--- src/hw/rtl/assert_macros.svh ---
// Assertion macros shared by the RTL files; empty when SYNTH is defined.
`ifndef ASSERT_MACROS_SVH
`define ASSERT_MACROS_SVH

`ifndef SYNTH

// Property must hold at every clock edge outside reset.
`define AT_ASSERT(lbl, clk, rst, prop) \
   lbl: assert property (@(posedge clk) disable iff (rst) (prop)) \
      else $error("assertion failed");

// Condition must never be true outside reset.
`define AT_NEVER(lbl, clk, rst, cond) \
   lbl: assert property (@(posedge clk) disable iff (rst) !(cond)) \
      else $error("forbidden condition seen");

`else

`define AT_ASSERT(lbl, clk, rst, prop)
`define AT_NEVER(lbl, clk, rst, cond)

`endif

`endif

--- src/hw/rtl/aisd_pkg.sv ---
// Package for the +IPD stream deframer: codes, character constants, helpers.
`timescale 1ns / 1ps

package aisd_pkg;

   localparam int unsigned LEN_BITS_DEFAULT = 16;

   // Parser modes
   localparam logic [2:0] M_LSTART = 3'd0;
   localparam logic [2:0] M_LINE   = 3'd1;
   localparam logic [2:0] M_HID    = 3'd2;
   localparam logic [2:0] M_HLEN   = 3'd3;
   localparam logic [2:0] M_PAY    = 3'd4;

   // Result kinds
   localparam logic [2:0] KIND_PAYLOAD = 3'd0;
   localparam logic [2:0] KIND_CONNECT = 3'd1;
   localparam logic [2:0] KIND_CLOSED  = 3'd2;
   localparam logic [2:0] KIND_BAD_HDR = 3'd3;
   localparam logic [2:0] KIND_EMPTY   = 3'd4;

   // Leading integer phases
   localparam logic [1:0] LP_SKIP      = 2'd0;
   localparam logic [1:0] LP_DIGITS    = 2'd1;
   localparam logic [1:0] LP_DONE_NONE = 2'd2;
   localparam logic [1:0] LP_DONE_INT  = 2'd3;

   localparam logic [7:0] CH_CR    = 8'h0D;
   localparam logic [7:0] CH_LF    = 8'h0A;
   localparam logic [7:0] CH_COLON = 8'h3A;
   localparam logic [7:0] CH_COMMA = 8'h2C;

   localparam logic [2:0] PFX_LEN   = 3'd5;
   localparam int unsigned TAIL_LEN = 9;
   localparam int unsigned CONN_LEN = 8;
   localparam int unsigned CLOS_LEN = 7;

   // Suffixes stored newest byte first, matching the tail shift order
   localparam logic [7:0] SFX_CONN [CONN_LEN] = '{"T", "C", "E", "N", "N", "O", "C", ","};
   localparam logic [7:0] SFX_CLOS [CLOS_LEN] = '{"D", "E", "S", "O", "L", "C", ","};

   typedef struct packed {
      logic [2:0] kind;
      logic [7:0] link;
      logic       link_valid;
      logic [7:0] payload;
      logic       frame_last;
   } res_type;

   function automatic logic [7:0] pfx_char(input logic [2:0] pos);
      logic [7:0] c;
      unique case (pos)
         3'd0:    c = "+";
         3'd1:    c = "I";
         3'd2:    c = "P";
         3'd3:    c = "D";
         3'd4:    c = ",";
         default: c = 8'h00;
      endcase
      return c;
   endfunction

   function automatic logic is_digit(input logic [7:0] b);
      return (b >= "0") && (b <= "9");
   endfunction

   function automatic logic is_space(input logic [7:0] b);
      return (b == " ") || ((b >= 8'd9) && (b <= 8'd13));
   endfunction

   // acc * 10 + digit, saturating at 255
   function automatic logic [7:0] mac10_u8(input logic [7:0] acc, input logic [7:0] b);
      logic [11:0] v;
      logic [7:0]  d;
      d = b - "0";
      v = ({4'd0, acc} << 3) + ({4'd0, acc} << 1) + {8'd0, d[3:0]};
      return (|v[11:8]) ? 8'hFF : v[7:0];
   endfunction

endpackage

--- src/hw/rtl/at_ipd_stream_deframer_top.sv ---
// Top level of the +IPD stream deframer.
`timescale 1ns / 1ps
`include "assert_macros.svh"

// Usage
//   req channel: one received modem byte per request (req_rx_byte).
//   rsp channel: at most one result per request: a payload byte tagged with
//   its link id (rsp_frame_last on the final byte), a connect or closed event
//   with the line's leading integer, a malformed-header flag or an empty frame.
//   A request is taken when valid is high and stall is low.
//   Path: a taken byte is loaded into the input register, the parser runs on it
//   there, and its result is loaded into the result register. Throughput: one
//   byte per cycle while req_stall is low, set by the single pass from the input
//   register into the result register.
//   A stalled result is held in the result register; a skid register takes one
//   more, and only then does req_stall rise, holding the pending byte in the
//   input register until the skid register drains.
//   Reset (synchronous) drops all pending requests and results and returns
//   the parser to the start of a line.
module at_ipd_stream_deframer_top
   import aisd_pkg::*;
#(
   parameter int unsigned LEN_BITS = LEN_BITS_DEFAULT
) (
   input  logic       clock,
   input  logic       reset,
   input  logic       req_valid,
   output logic       req_stall,
   input  logic [7:0] req_rx_byte,
   output logic       rsp_valid,
   input  logic       rsp_stall,
   output logic [2:0] rsp_kind,
   output logic [7:0] rsp_link,
   output logic       rsp_link_valid,
   output logic [7:0] rsp_payload,
   output logic       rsp_frame_last
);

   localparam logic [LEN_BITS-1:0] LEN_ONE = LEN_BITS'(1);
   localparam logic [LEN_BITS-1:0] LEN_MAX = '1;

   // Input stage
   logic       in_valid_ff, in_valid_in;
   logic [7:0] in_byte_ff;

   // Parser state
   logic [2:0]          mode_ff, mode_in;
   logic [2:0]          prefix_pos_ff, prefix_pos_in;
   logic [7:0]          hdr_id_ff, hdr_id_in;
   logic [LEN_BITS-1:0] hdr_len_ff, hdr_len_in;
   logic                digit_seen_ff, digit_seen_in;
   logic                hdr_bad_ff, hdr_bad_in;
   logic [LEN_BITS-1:0] bytes_left_ff, bytes_left_in;
   logic [7:0]          frame_link_ff, frame_link_in;
   logic [7:0]          tail_ff [TAIL_LEN];
   logic [7:0]          tail_in [TAIL_LEN];
   logic [7:0]          lead_int_ff, lead_int_in;
   logic [1:0]          lead_phase_ff, lead_phase_in;

   // Result and skid registers
   logic    out_valid_ff, out_valid_in;
   logic    skid_valid_ff, skid_valid_in;
   res_type out_res_ff, out_res_in;
   res_type skid_res_ff, skid_res_in;

   logic          req_accept, advance, take_out;
   logic [7:0]    b;
   logic          res_valid;
   res_type       res;
   logic          do_track, do_begin;
   logic          conn_hit, clos_hit, lv;
   logic [LEN_BITS+3:0] len_mac;
   logic [7:0]    dig;

   assign req_stall  = in_valid_ff && skid_valid_ff;
   assign req_accept = req_valid && !req_stall;
   assign advance    = in_valid_ff && !skid_valid_ff;
   assign take_out   = out_valid_ff && !rsp_stall;
   assign b          = in_byte_ff;

   assign in_valid_in = req_accept ? 1'b1 : (advance ? 1'b0 : in_valid_ff);

   always_comb begin
      conn_hit = 1'b1;
      for (int k = 0; k < CONN_LEN; k++) begin
         if (tail_ff[k+1] != SFX_CONN[k]) conn_hit = 1'b0;
      end
      clos_hit = 1'b1;
      for (int k = 0; k < CLOS_LEN; k++) begin
         if (tail_ff[k+1] != SFX_CLOS[k]) clos_hit = 1'b0;
      end
   end

   assign dig     = b - "0";
   assign len_mac = ({4'd0, hdr_len_ff} << 3) + ({4'd0, hdr_len_ff} << 1)
                    + (LEN_BITS+4)'(dig[3:0]);
   assign lv      = lead_phase_ff[0];

   always_comb begin
      mode_in       = mode_ff;
      prefix_pos_in = prefix_pos_ff;
      hdr_id_in     = hdr_id_ff;
      hdr_len_in    = hdr_len_ff;
      digit_seen_in = digit_seen_ff;
      hdr_bad_in    = hdr_bad_ff;
      bytes_left_in = bytes_left_ff;
      frame_link_in = frame_link_ff;
      tail_in       = tail_ff;
      lead_int_in   = lead_int_ff;
      lead_phase_in = lead_phase_ff;
      res_valid     = 1'b0;
      res           = '0;
      do_track      = 1'b0;
      do_begin      = 1'b0;

      if (advance) begin
         unique case (mode_ff) inside
            M_LSTART, M_LINE: begin
               if (mode_ff == M_LSTART && prefix_pos_ff < PFX_LEN
                   && b == pfx_char(prefix_pos_ff)) begin
                  do_track      = 1'b1;
                  prefix_pos_in = prefix_pos_ff + 3'd1;
                  if (prefix_pos_ff == PFX_LEN - 3'd1) begin
                     mode_in       = M_HID;
                     hdr_id_in     = '0;
                     hdr_len_in    = '0;
                     digit_seen_in = 1'b0;
                     hdr_bad_in    = 1'b0;
                  end
               end else if (b == CH_LF && tail_ff[0] == CH_CR) begin
                  do_begin = 1'b1;
                  if (conn_hit || clos_hit) begin
                     res_valid      = 1'b1;
                     res.kind       = conn_hit ? KIND_CONNECT : KIND_CLOSED;
                     res.link_valid = lv;
                     res.link       = lv ? lead_int_ff : 8'd0;
                  end
               end else begin
                  do_track = 1'b1;
                  mode_in  = M_LINE;
               end
            end
            M_HID, M_HLEN: begin
               if (b == CH_COLON) begin
                  if (hdr_bad_ff || mode_ff != M_HLEN || !digit_seen_ff) begin
                     do_begin  = 1'b1;
                     res_valid = 1'b1;
                     res.kind  = KIND_BAD_HDR;
                  end else if (hdr_len_ff == '0) begin
                     do_begin       = 1'b1;
                     res_valid      = 1'b1;
                     res.kind       = KIND_EMPTY;
                     res.link       = hdr_id_ff;
                     res.link_valid = 1'b1;
                  end else begin
                     frame_link_in = hdr_id_ff;
                     bytes_left_in = hdr_len_ff;
                     mode_in       = M_PAY;
                  end
               end else if (!hdr_bad_ff) begin
                  if (is_digit(b)) begin
                     digit_seen_in = 1'b1;
                     if (mode_ff == M_HID) begin
                        hdr_id_in = mac10_u8(hdr_id_ff, b);
                     end else begin
                        hdr_len_in = (|len_mac[LEN_BITS+3:LEN_BITS]) ? LEN_MAX
                                     : len_mac[LEN_BITS-1:0];
                     end
                  end else if (b == CH_COMMA && mode_ff == M_HID && digit_seen_ff) begin
                     mode_in       = M_HLEN;
                     digit_seen_in = 1'b0;
                  end else begin
                     hdr_bad_in = 1'b1;
                  end
               end
            end
            M_PAY: begin
               res_valid      = 1'b1;
               res.kind       = KIND_PAYLOAD;
               res.link       = frame_link_ff;
               res.link_valid = 1'b1;
               res.payload    = b;
               if (bytes_left_ff <= LEN_ONE) begin
                  bytes_left_in  = '0;
                  do_begin       = 1'b1;
                  res.frame_last = 1'b1;
               end else begin
                  bytes_left_in = bytes_left_ff - LEN_ONE;
               end
            end
            default: begin
               do_begin = 1'b1;
            end
         endcase
      end

      // Shift the line tail and follow the leading integer
      if (do_track) begin
         for (int k = TAIL_LEN - 1; k > 0; k--) begin
            tail_in[k] = tail_ff[k-1];
         end
         tail_in[0] = b;
         if (lead_phase_ff == LP_SKIP) begin
            if (is_digit(b)) begin
               lead_phase_in = LP_DIGITS;
               lead_int_in   = {4'd0, dig[3:0]};
            end else if (!is_space(b)) begin
               lead_phase_in = LP_DONE_NONE;
            end
         end else if (lead_phase_ff == LP_DIGITS) begin
            if (is_digit(b)) begin
               lead_int_in = mac10_u8(lead_int_ff, b);
            end else begin
               lead_phase_in = LP_DONE_INT;
            end
         end
      end

      if (do_begin) begin
         mode_in       = M_LSTART;
         prefix_pos_in = '0;
         for (int k = 0; k < TAIL_LEN; k++) begin
            tail_in[k] = '0;
         end
         lead_int_in   = '0;
         lead_phase_in = LP_SKIP;
      end
   end

   // Result register with one skid slot
   always_comb begin
      out_valid_in  = out_valid_ff;
      skid_valid_in = skid_valid_ff;
      out_res_in    = out_res_ff;
      skid_res_in   = skid_res_ff;
      if (take_out) begin
         if (skid_valid_ff) begin
            out_res_in    = skid_res_ff;
            skid_valid_in = 1'b0;
         end else begin
            out_valid_in = 1'b0;
         end
      end
      if (res_valid) begin
         if (!out_valid_ff || take_out) begin
            out_res_in   = res;
            out_valid_in = 1'b1;
         end else begin
            skid_res_in   = res;
            skid_valid_in = 1'b1;
         end
      end
   end

   always_ff @(posedge clock) begin
      if (reset) begin
         in_valid_ff   <= 1'b0;
         out_valid_ff  <= 1'b0;
         skid_valid_ff <= 1'b0;
         mode_ff       <= M_LSTART;
         prefix_pos_ff <= '0;
         hdr_id_ff     <= '0;
         hdr_len_ff    <= '0;
         digit_seen_ff <= 1'b0;
         hdr_bad_ff    <= 1'b0;
         bytes_left_ff <= '0;
         frame_link_ff <= '0;
         for (int k = 0; k < TAIL_LEN; k++) begin
            tail_ff[k] <= '0;
         end
         lead_int_ff   <= '0;
         lead_phase_ff <= LP_SKIP;
      end else begin
         in_valid_ff   <= in_valid_in;
         out_valid_ff  <= out_valid_in;
         skid_valid_ff <= skid_valid_in;
         mode_ff       <= mode_in;
         prefix_pos_ff <= prefix_pos_in;
         hdr_id_ff     <= hdr_id_in;
         hdr_len_ff    <= hdr_len_in;
         digit_seen_ff <= digit_seen_in;
         hdr_bad_ff    <= hdr_bad_in;
         bytes_left_ff <= bytes_left_in;
         frame_link_ff <= frame_link_in;
         tail_ff       <= tail_in;
         lead_int_ff   <= lead_int_in;
         lead_phase_ff <= lead_phase_in;
      end
   end

   always_ff @(posedge clock) begin
      if (req_accept) begin
         in_byte_ff <= req_rx_byte;
      end
      out_res_ff  <= out_res_in;
      skid_res_ff <= skid_res_in;
   end

   assign rsp_valid      = out_valid_ff;
   assign rsp_kind       = out_res_ff.kind;
   assign rsp_link       = out_res_ff.link;
   assign rsp_link_valid = out_res_ff.link_valid;
   assign rsp_payload    = out_res_ff.payload;
   assign rsp_frame_last = out_res_ff.frame_last;

   `AT_NEVER(a_skid_without_out, clock, reset, skid_valid_ff && !out_valid_ff)
   `AT_ASSERT(a_pay_has_bytes, clock, reset, (mode_ff == M_PAY) |-> (bytes_left_ff != '0))
   `AT_ASSERT(a_hdr_after_prefix, clock, reset, (mode_ff == M_HID || mode_ff == M_HLEN) |-> (prefix_pos_ff == PFX_LEN))
   `AT_ASSERT(a_last_is_payload, clock, reset, (rsp_valid && rsp_frame_last) |-> (rsp_kind == KIND_PAYLOAD))

endmodule
--- config.mk ---
export PLATFORM = sky130hd
export DESIGN_NAME = at_ipd_stream_deframer_top
export DESIGN_NICKNAME = d
export VERILOG_FILES = /design/src/hw/rtl/aisd_pkg.sv /design/src/hw/rtl/at_ipd_stream_deframer_top.sv
export VERILOG_INCLUDE_DIRS = /design/src /design/src/hw/rtl
export SDC_FILE = /design/constraint.sdc
export NUM_CORES = 1
export LEC_CHECK = 0
export ABC_CLOCK_PERIOD_IN_PS = 4250
export BUFFER_PORTS_ARGS = -buffer_cell sky130_fd_sc_hd__buf_2
export CAP_MARGIN = 0
export CORE_ASPECT_RATIO = 1.2
export CORE_MARGIN = 2
export CORE_UTILIZATION = 45
export CTS_BUF_LIST = sky130_fd_sc_hd__clkbuf_2 sky130_fd_sc_hd__clkbuf_4 sky130_fd_sc_hd__clkbuf_8
export DETAILED_ROUTE_END_ITERATION = 10
export SLEW_MARGIN = 10
export SYNTH_ARGS = -nofsm -noshare
export SYNTH_HDL_FRONTEND = slang
export SYNTH_SLANG_ARGS = --single-unit
export TNS_END_PERCENT = 50
--- constraint.sdc ---
create_clock -name clock -period 4.25 [get_ports clock]
set_input_delay 0.425 -clock clock [delete_from_list [all_inputs] [get_ports clock]]
set_output_delay 0.425 -clock clock [all_outputs]
set_load 0.005 [all_outputs]
==> results_tabular.tex <==
\begin{tabular}{lr}
\hline
Metric & Value \\
\hline
\multicolumn{2}{l}{\textbf{Outcome}} \\
\quad Result of the run & complete, no violations \\
\multicolumn{2}{l}{\textbf{CTS}} \\
\quad Post-CTS Resized & 0 \\
\quad CTS Root Cell & sky130\_fd\_sc\_hd\_\_clkbuf\_8 \\
\quad Cts hold-fix bufs & 0 \\
\quad Clock latency at the later pin of the worst-skew pair & 0.47 ns \\
\quad Clock buffer depth & 2 \\
\quad Clock tree from TritonCTS & built \\
\quad Clock transition at the registers of the reported paths & 0.11 ns \\
\quad Total clock buffers created by CTS & 17 \\
\quad Post CTS Setup Buffer Count & 0 \\
\quad Clock Sink Count & 191 \\
\quad Max H-tree Level & 4 \\
\multicolumn{2}{l}{\textbf{Detailed routing}} \\
\quad Antenna-violating nets left & 0 \\
\quad Number of search-and-repair iterations in the first detailed-routing pass & 7 \\
\quad Total via count in the routed design & 8191 \\
\quad Routed wire length per instance & 16.7 um \\
\quad Number of remaining DRC errors & 0 \\
\quad Post-detailed-routing wire length & 23900 um \\
\quad Number of vias per cell after detailed routing & 5.71 \\
\quad Count of routing violations after the opening detailed-route iteration & 453 \\
\multicolumn{2}{l}{\textbf{Critical path}} \\
\quad Crit path max fanout & 16 \\
\quad Startpoint types & flop \\
\quad Required time at the endpoint of the critical path & 4.60 ns \\
\quad Critical path type & reg2reg \\
\quad Critical path endpoint category & flop \\
\quad Critical Path AT & 4.01 ns \\
\multicolumn{2}{l}{\textbf{Placement}} \\
\quad Count of port buffers added during placement & 34 \\
\quad Placer's final routability congestion estimate & 0.881 \\
\quad Number of instances in the placed design & 1402 \\
\quad DP Worst Slack & 0.699 ns \\
\quad HPWL Detailed & 16700 um \\
\multicolumn{2}{l}{\textbf{Die}} \\
\quad Ports & 35 \\
\quad Effective utilization at floorplan & 46.0\% \\
\quad Core area & 21800 um2 \\
\quad Count of standard-cell rows & 59 \\
\quad Die boundary height & 167 um \\
\quad DIE WIDTH & 140 um \\
\quad Die footprint & 23500 um2 \\
\multicolumn{2}{l}{\textbf{STA}} \\
\quad Clock tree skew after final layout & 0.0203 ns \\
\quad Hold WS & 0.144 ns \\
\quad Tightest slew margin relative to the limit & 18.3\% \\
\quad Final hold vios & 0 \\
\quad Unrepaired setup endpoints after global routing & false \\
\quad Setup TNS & 0 ns \\
\quad Min Clock Period, post-route & 3.66 ns \\
\quad Final count of pins violating max slew & 0 \\
\quad Crit share post-route & 86.1\% \\
\quad Setup violation total in the final timing report & 0 \\
\quad Pin slew with the least headroom to its limit & 1.22 ns \\
\quad Final setup slack of the worst path & 0.592 ns \\
\quad Max Clock Freq & 273 MHz \\
\multicolumn{2}{l}{\textbf{Synthesis}} \\
\quad Post-synthesis instance total & 1145 \\
\quad Count of distinct cell types in the synthesized netlist & 75 \\
\quad Share of synthesized registers carrying an async set or reset & 0\% \\
\quad Adder-cell area share of the yosys netlist & 9.69\% \\
\quad Average footprint of a synthesized cell & 8.75 um2 \\
\quad Mux share of post-synthesis cell area & 3.63\% \\
\quad Post-Synthesis Cell Area & 10000 um2 \\
\quad Count of yosys warnings during synthesis & 0 \\
\quad Share of the yosys chip area belonging to registers & 41.0\% \\
\quad EDFF count, synth & 29 \\
\quad Prevailing post-synth register cell & sky130\_fd\_sc\_hd\_\_dfxtp\_1 \\
\quad Main combinational cell family by area after synthesis & simple AND/OR/NAND/NOR gates \\
\quad Nets in the synthesized netlist & 1231 \\
\quad Fraction of the mapped netlist area in compound gates & 19.3\% \\
\quad Synthesized-area fraction occupied by xor and xnor cells & 2.27\% \\
\quad Fraction of the mapped netlist area in simple logic gates & 20.1\% \\
\quad Register bit count reported by yosys & 191 \\
\multicolumn{2}{l}{\textbf{Final layout}} \\
\quad Number of nets in the layout & 1233 \\
\quad Count of fill cells added during filler insertion & 2155 \\
\quad Reg area & 4110 um2 \\
\quad Area grow syn2layout & 7.98\% \\
\quad Area taken by multi-input logic gates & 5540 um2 \\
\quad Final core area utilization & 49.7\% \\
\quad Count of inserted antenna diode cells & 0 \\
\quad Share of layout cells above drive strength 1 & 9.22\% \\
\quad Most frequent cells in the layout & sky130\_fd\_sc\_hd\_\_nand2\_1, sky130\_fd\_sc\_hd\_\_dfxtp\_1, sky130\_fd\_sc\_hd\_\_a21oi\_1, sky130\_fd\_sc\_hd\_\_nor2\_1, sky130\_fd\_sc\_hd\_\_ha\_1 \\
\quad Most common cell after layout, fill and taps aside & sky130\_fd\_sc\_hd\_\_nand2\_1 \\
\quad Fin cells & 1434 \\
\multicolumn{2}{l}{\textbf{Global route}} \\
\quad Global-route congestion overflow total & 0 \\
\quad GR Util All Layers & 21.0\% \\
\quad Most congested layer reported by global routing & met2 \\
\quad Pin count of the biggest net entering global routing & 79 \\
\quad Antenna violations before repair & 0 \\
\quad Routing usage on met3 & 2.95\% \\
\quad Met2 Use GR & 35.8\% \\
\quad Global-route wire length before repair & 40300 um \\
\quad M1 GR Usage & 27.4\% \\
\quad Number of global-route vias before repair & 7884 \\
\multicolumn{2}{l}{\textbf{Pwr}} \\
\quad Reported leakage power & 4.34 nW \\
\quad Power per standard cell area & 300 nW/um2 \\
\quad Worst-case vdd ir drop & 0.174 mV \\
\multicolumn{2}{l}{\textbf{Hold path}} \\
\quad Class of the worst hold path & in2reg \\
\multicolumn{2}{l}{\textbf{Flow run}} \\
\quad Max-cap violation count & 0 \\
\hline
\end{tabular}
cell usage after synthesis, types with 16 or more instances:
library cell,number,area (um2)
sky130_fd_sc_hd__ha_1,68,851
sky130_fd_sc_hd__mux2i_1,24,240
sky130_fd_sc_hd__clkbuf_1,47,176
sky130_fd_sc_hd__o21ai_0,34,170
sky130_fd_sc_hd__nor2_1,93,349
sky130_fd_sc_hd__nand3_1,16,80.1
sky130_fd_sc_hd__inv_1,35,131
sky130_fd_sc_hd__dfxtp_1,162,3240
sky130_fd_sc_hd__nor3_1,32,160
sky130_fd_sc_hd__a221o_1,21,210
sky130_fd_sc_hd__edfxtp_1,29,871
sky130_fd_sc_hd__nand2_1,189,709
sky130_fd_sc_hd__xnor2_1,18,158
sky130_fd_sc_hd__a21oi_1,128,641
sequential cells by signal, indices dropped and copies added, names as in the netlist, named ones only:
register / cells
lead_int_ff: 8
bytes_left_ff: 16
rsp_valid: 1
tail_ff: 72
rsp_frame_last: 1
rsp_kind: 3
hdr_bad_ff: 1
skid_res_ff: 21
rsp_payload: 8
rsp_link: 8
prefix_pos_ff: 3
hdr_len_ff: 16
rsp_link_valid: 1
frame_link_ff: 8
digit_seen_ff: 1
mode_ff: 3
hdr_id_ff: 8
lead_phase_ff: 2
b: 8
in_valid_ff: 1
area by class of cell:
class	instances	area share (%)
multi-input combinational	856	51.2
sequential	191	38.0
tap	274	3.17
timing repair buffer	46	2.52
clock buffer	17	2.16
clock inverter	15	1.73
inverter	35	1.21
cell families (layout without fill, tap and decap cells):
logic type               count (synthesis)  count (layout)
flip-flops                             191             191
XOR/XNOR                                26              26
adder cells (fa/ha/maj)                 74              74
AO/OA/AOI/OAI                          293             293
AND/OR/NAND/NOR                        428             428
multiplexers                            35              35
buffers and inverters                   98             113
layer usage:
metal  part of all wire (%)  wire [um]
met5                      0          0
met1                     46      10900
met2                     48      11500
met3                    3.6        869
met4                    2.6        612
final timing paths:
path	start	end	slack, ns	cells past startpoint
worst min register to register	tail_ff[28]	tail_ff[20]	0.45	2
worst min-delay path	req_rx_byte[7]	b[7]	0.14	1
worst max register to register	hdr_len_ff[0]	hdr_len_ff[10]	0.59	11
worst max-delay path	hdr_len_ff[0]	hdr_len_ff[10]	0.59	11
worst max-delay path: stages, from the launching register on:
cell	delay, ns
sky130_fd_sc_hd__dfxtp_1	0.42
sky130_fd_sc_hd__inv_1	0.08
sky130_fd_sc_hd__fa_1	0.51
sky130_fd_sc_hd__inv_1	0.07
sky130_fd_sc_hd__fa_1	0.46
sky130_fd_sc_hd__a21oi_1	0.27
sky130_fd_sc_hd__o21ai_0	0.18
sky130_fd_sc_hd__a32oi_1	0.33
sky130_fd_sc_hd__nand2_1	0.12
sky130_fd_sc_hd__a311oi_1	0.45
sky130_fd_sc_hd__a311oi_4	0.31
sky130_fd_sc_hd__a221o_1	0.33
metrics by stage:
step	total power, mW	instance area [um2]
after global routing	3.38	10800
after global placement	2.04	10400
final	3.25	10800
after CTS	3.29	10800
after detailed placement	2.04	10400
after floorplan	1.99	10000
report_power, final:
part / switching (mW) / total (mW) / leakage, nW / internal (mW)
Combinational: 0.0930 / 0.131 / 2.50 / 0.0378
Clock: 0.742 / 1.25 / 0.214 / 0.509
Sequential: 0.0185 / 1.87 / 1.62 / 1.85
Note: power is estimated with default switching activity, not from simulation.
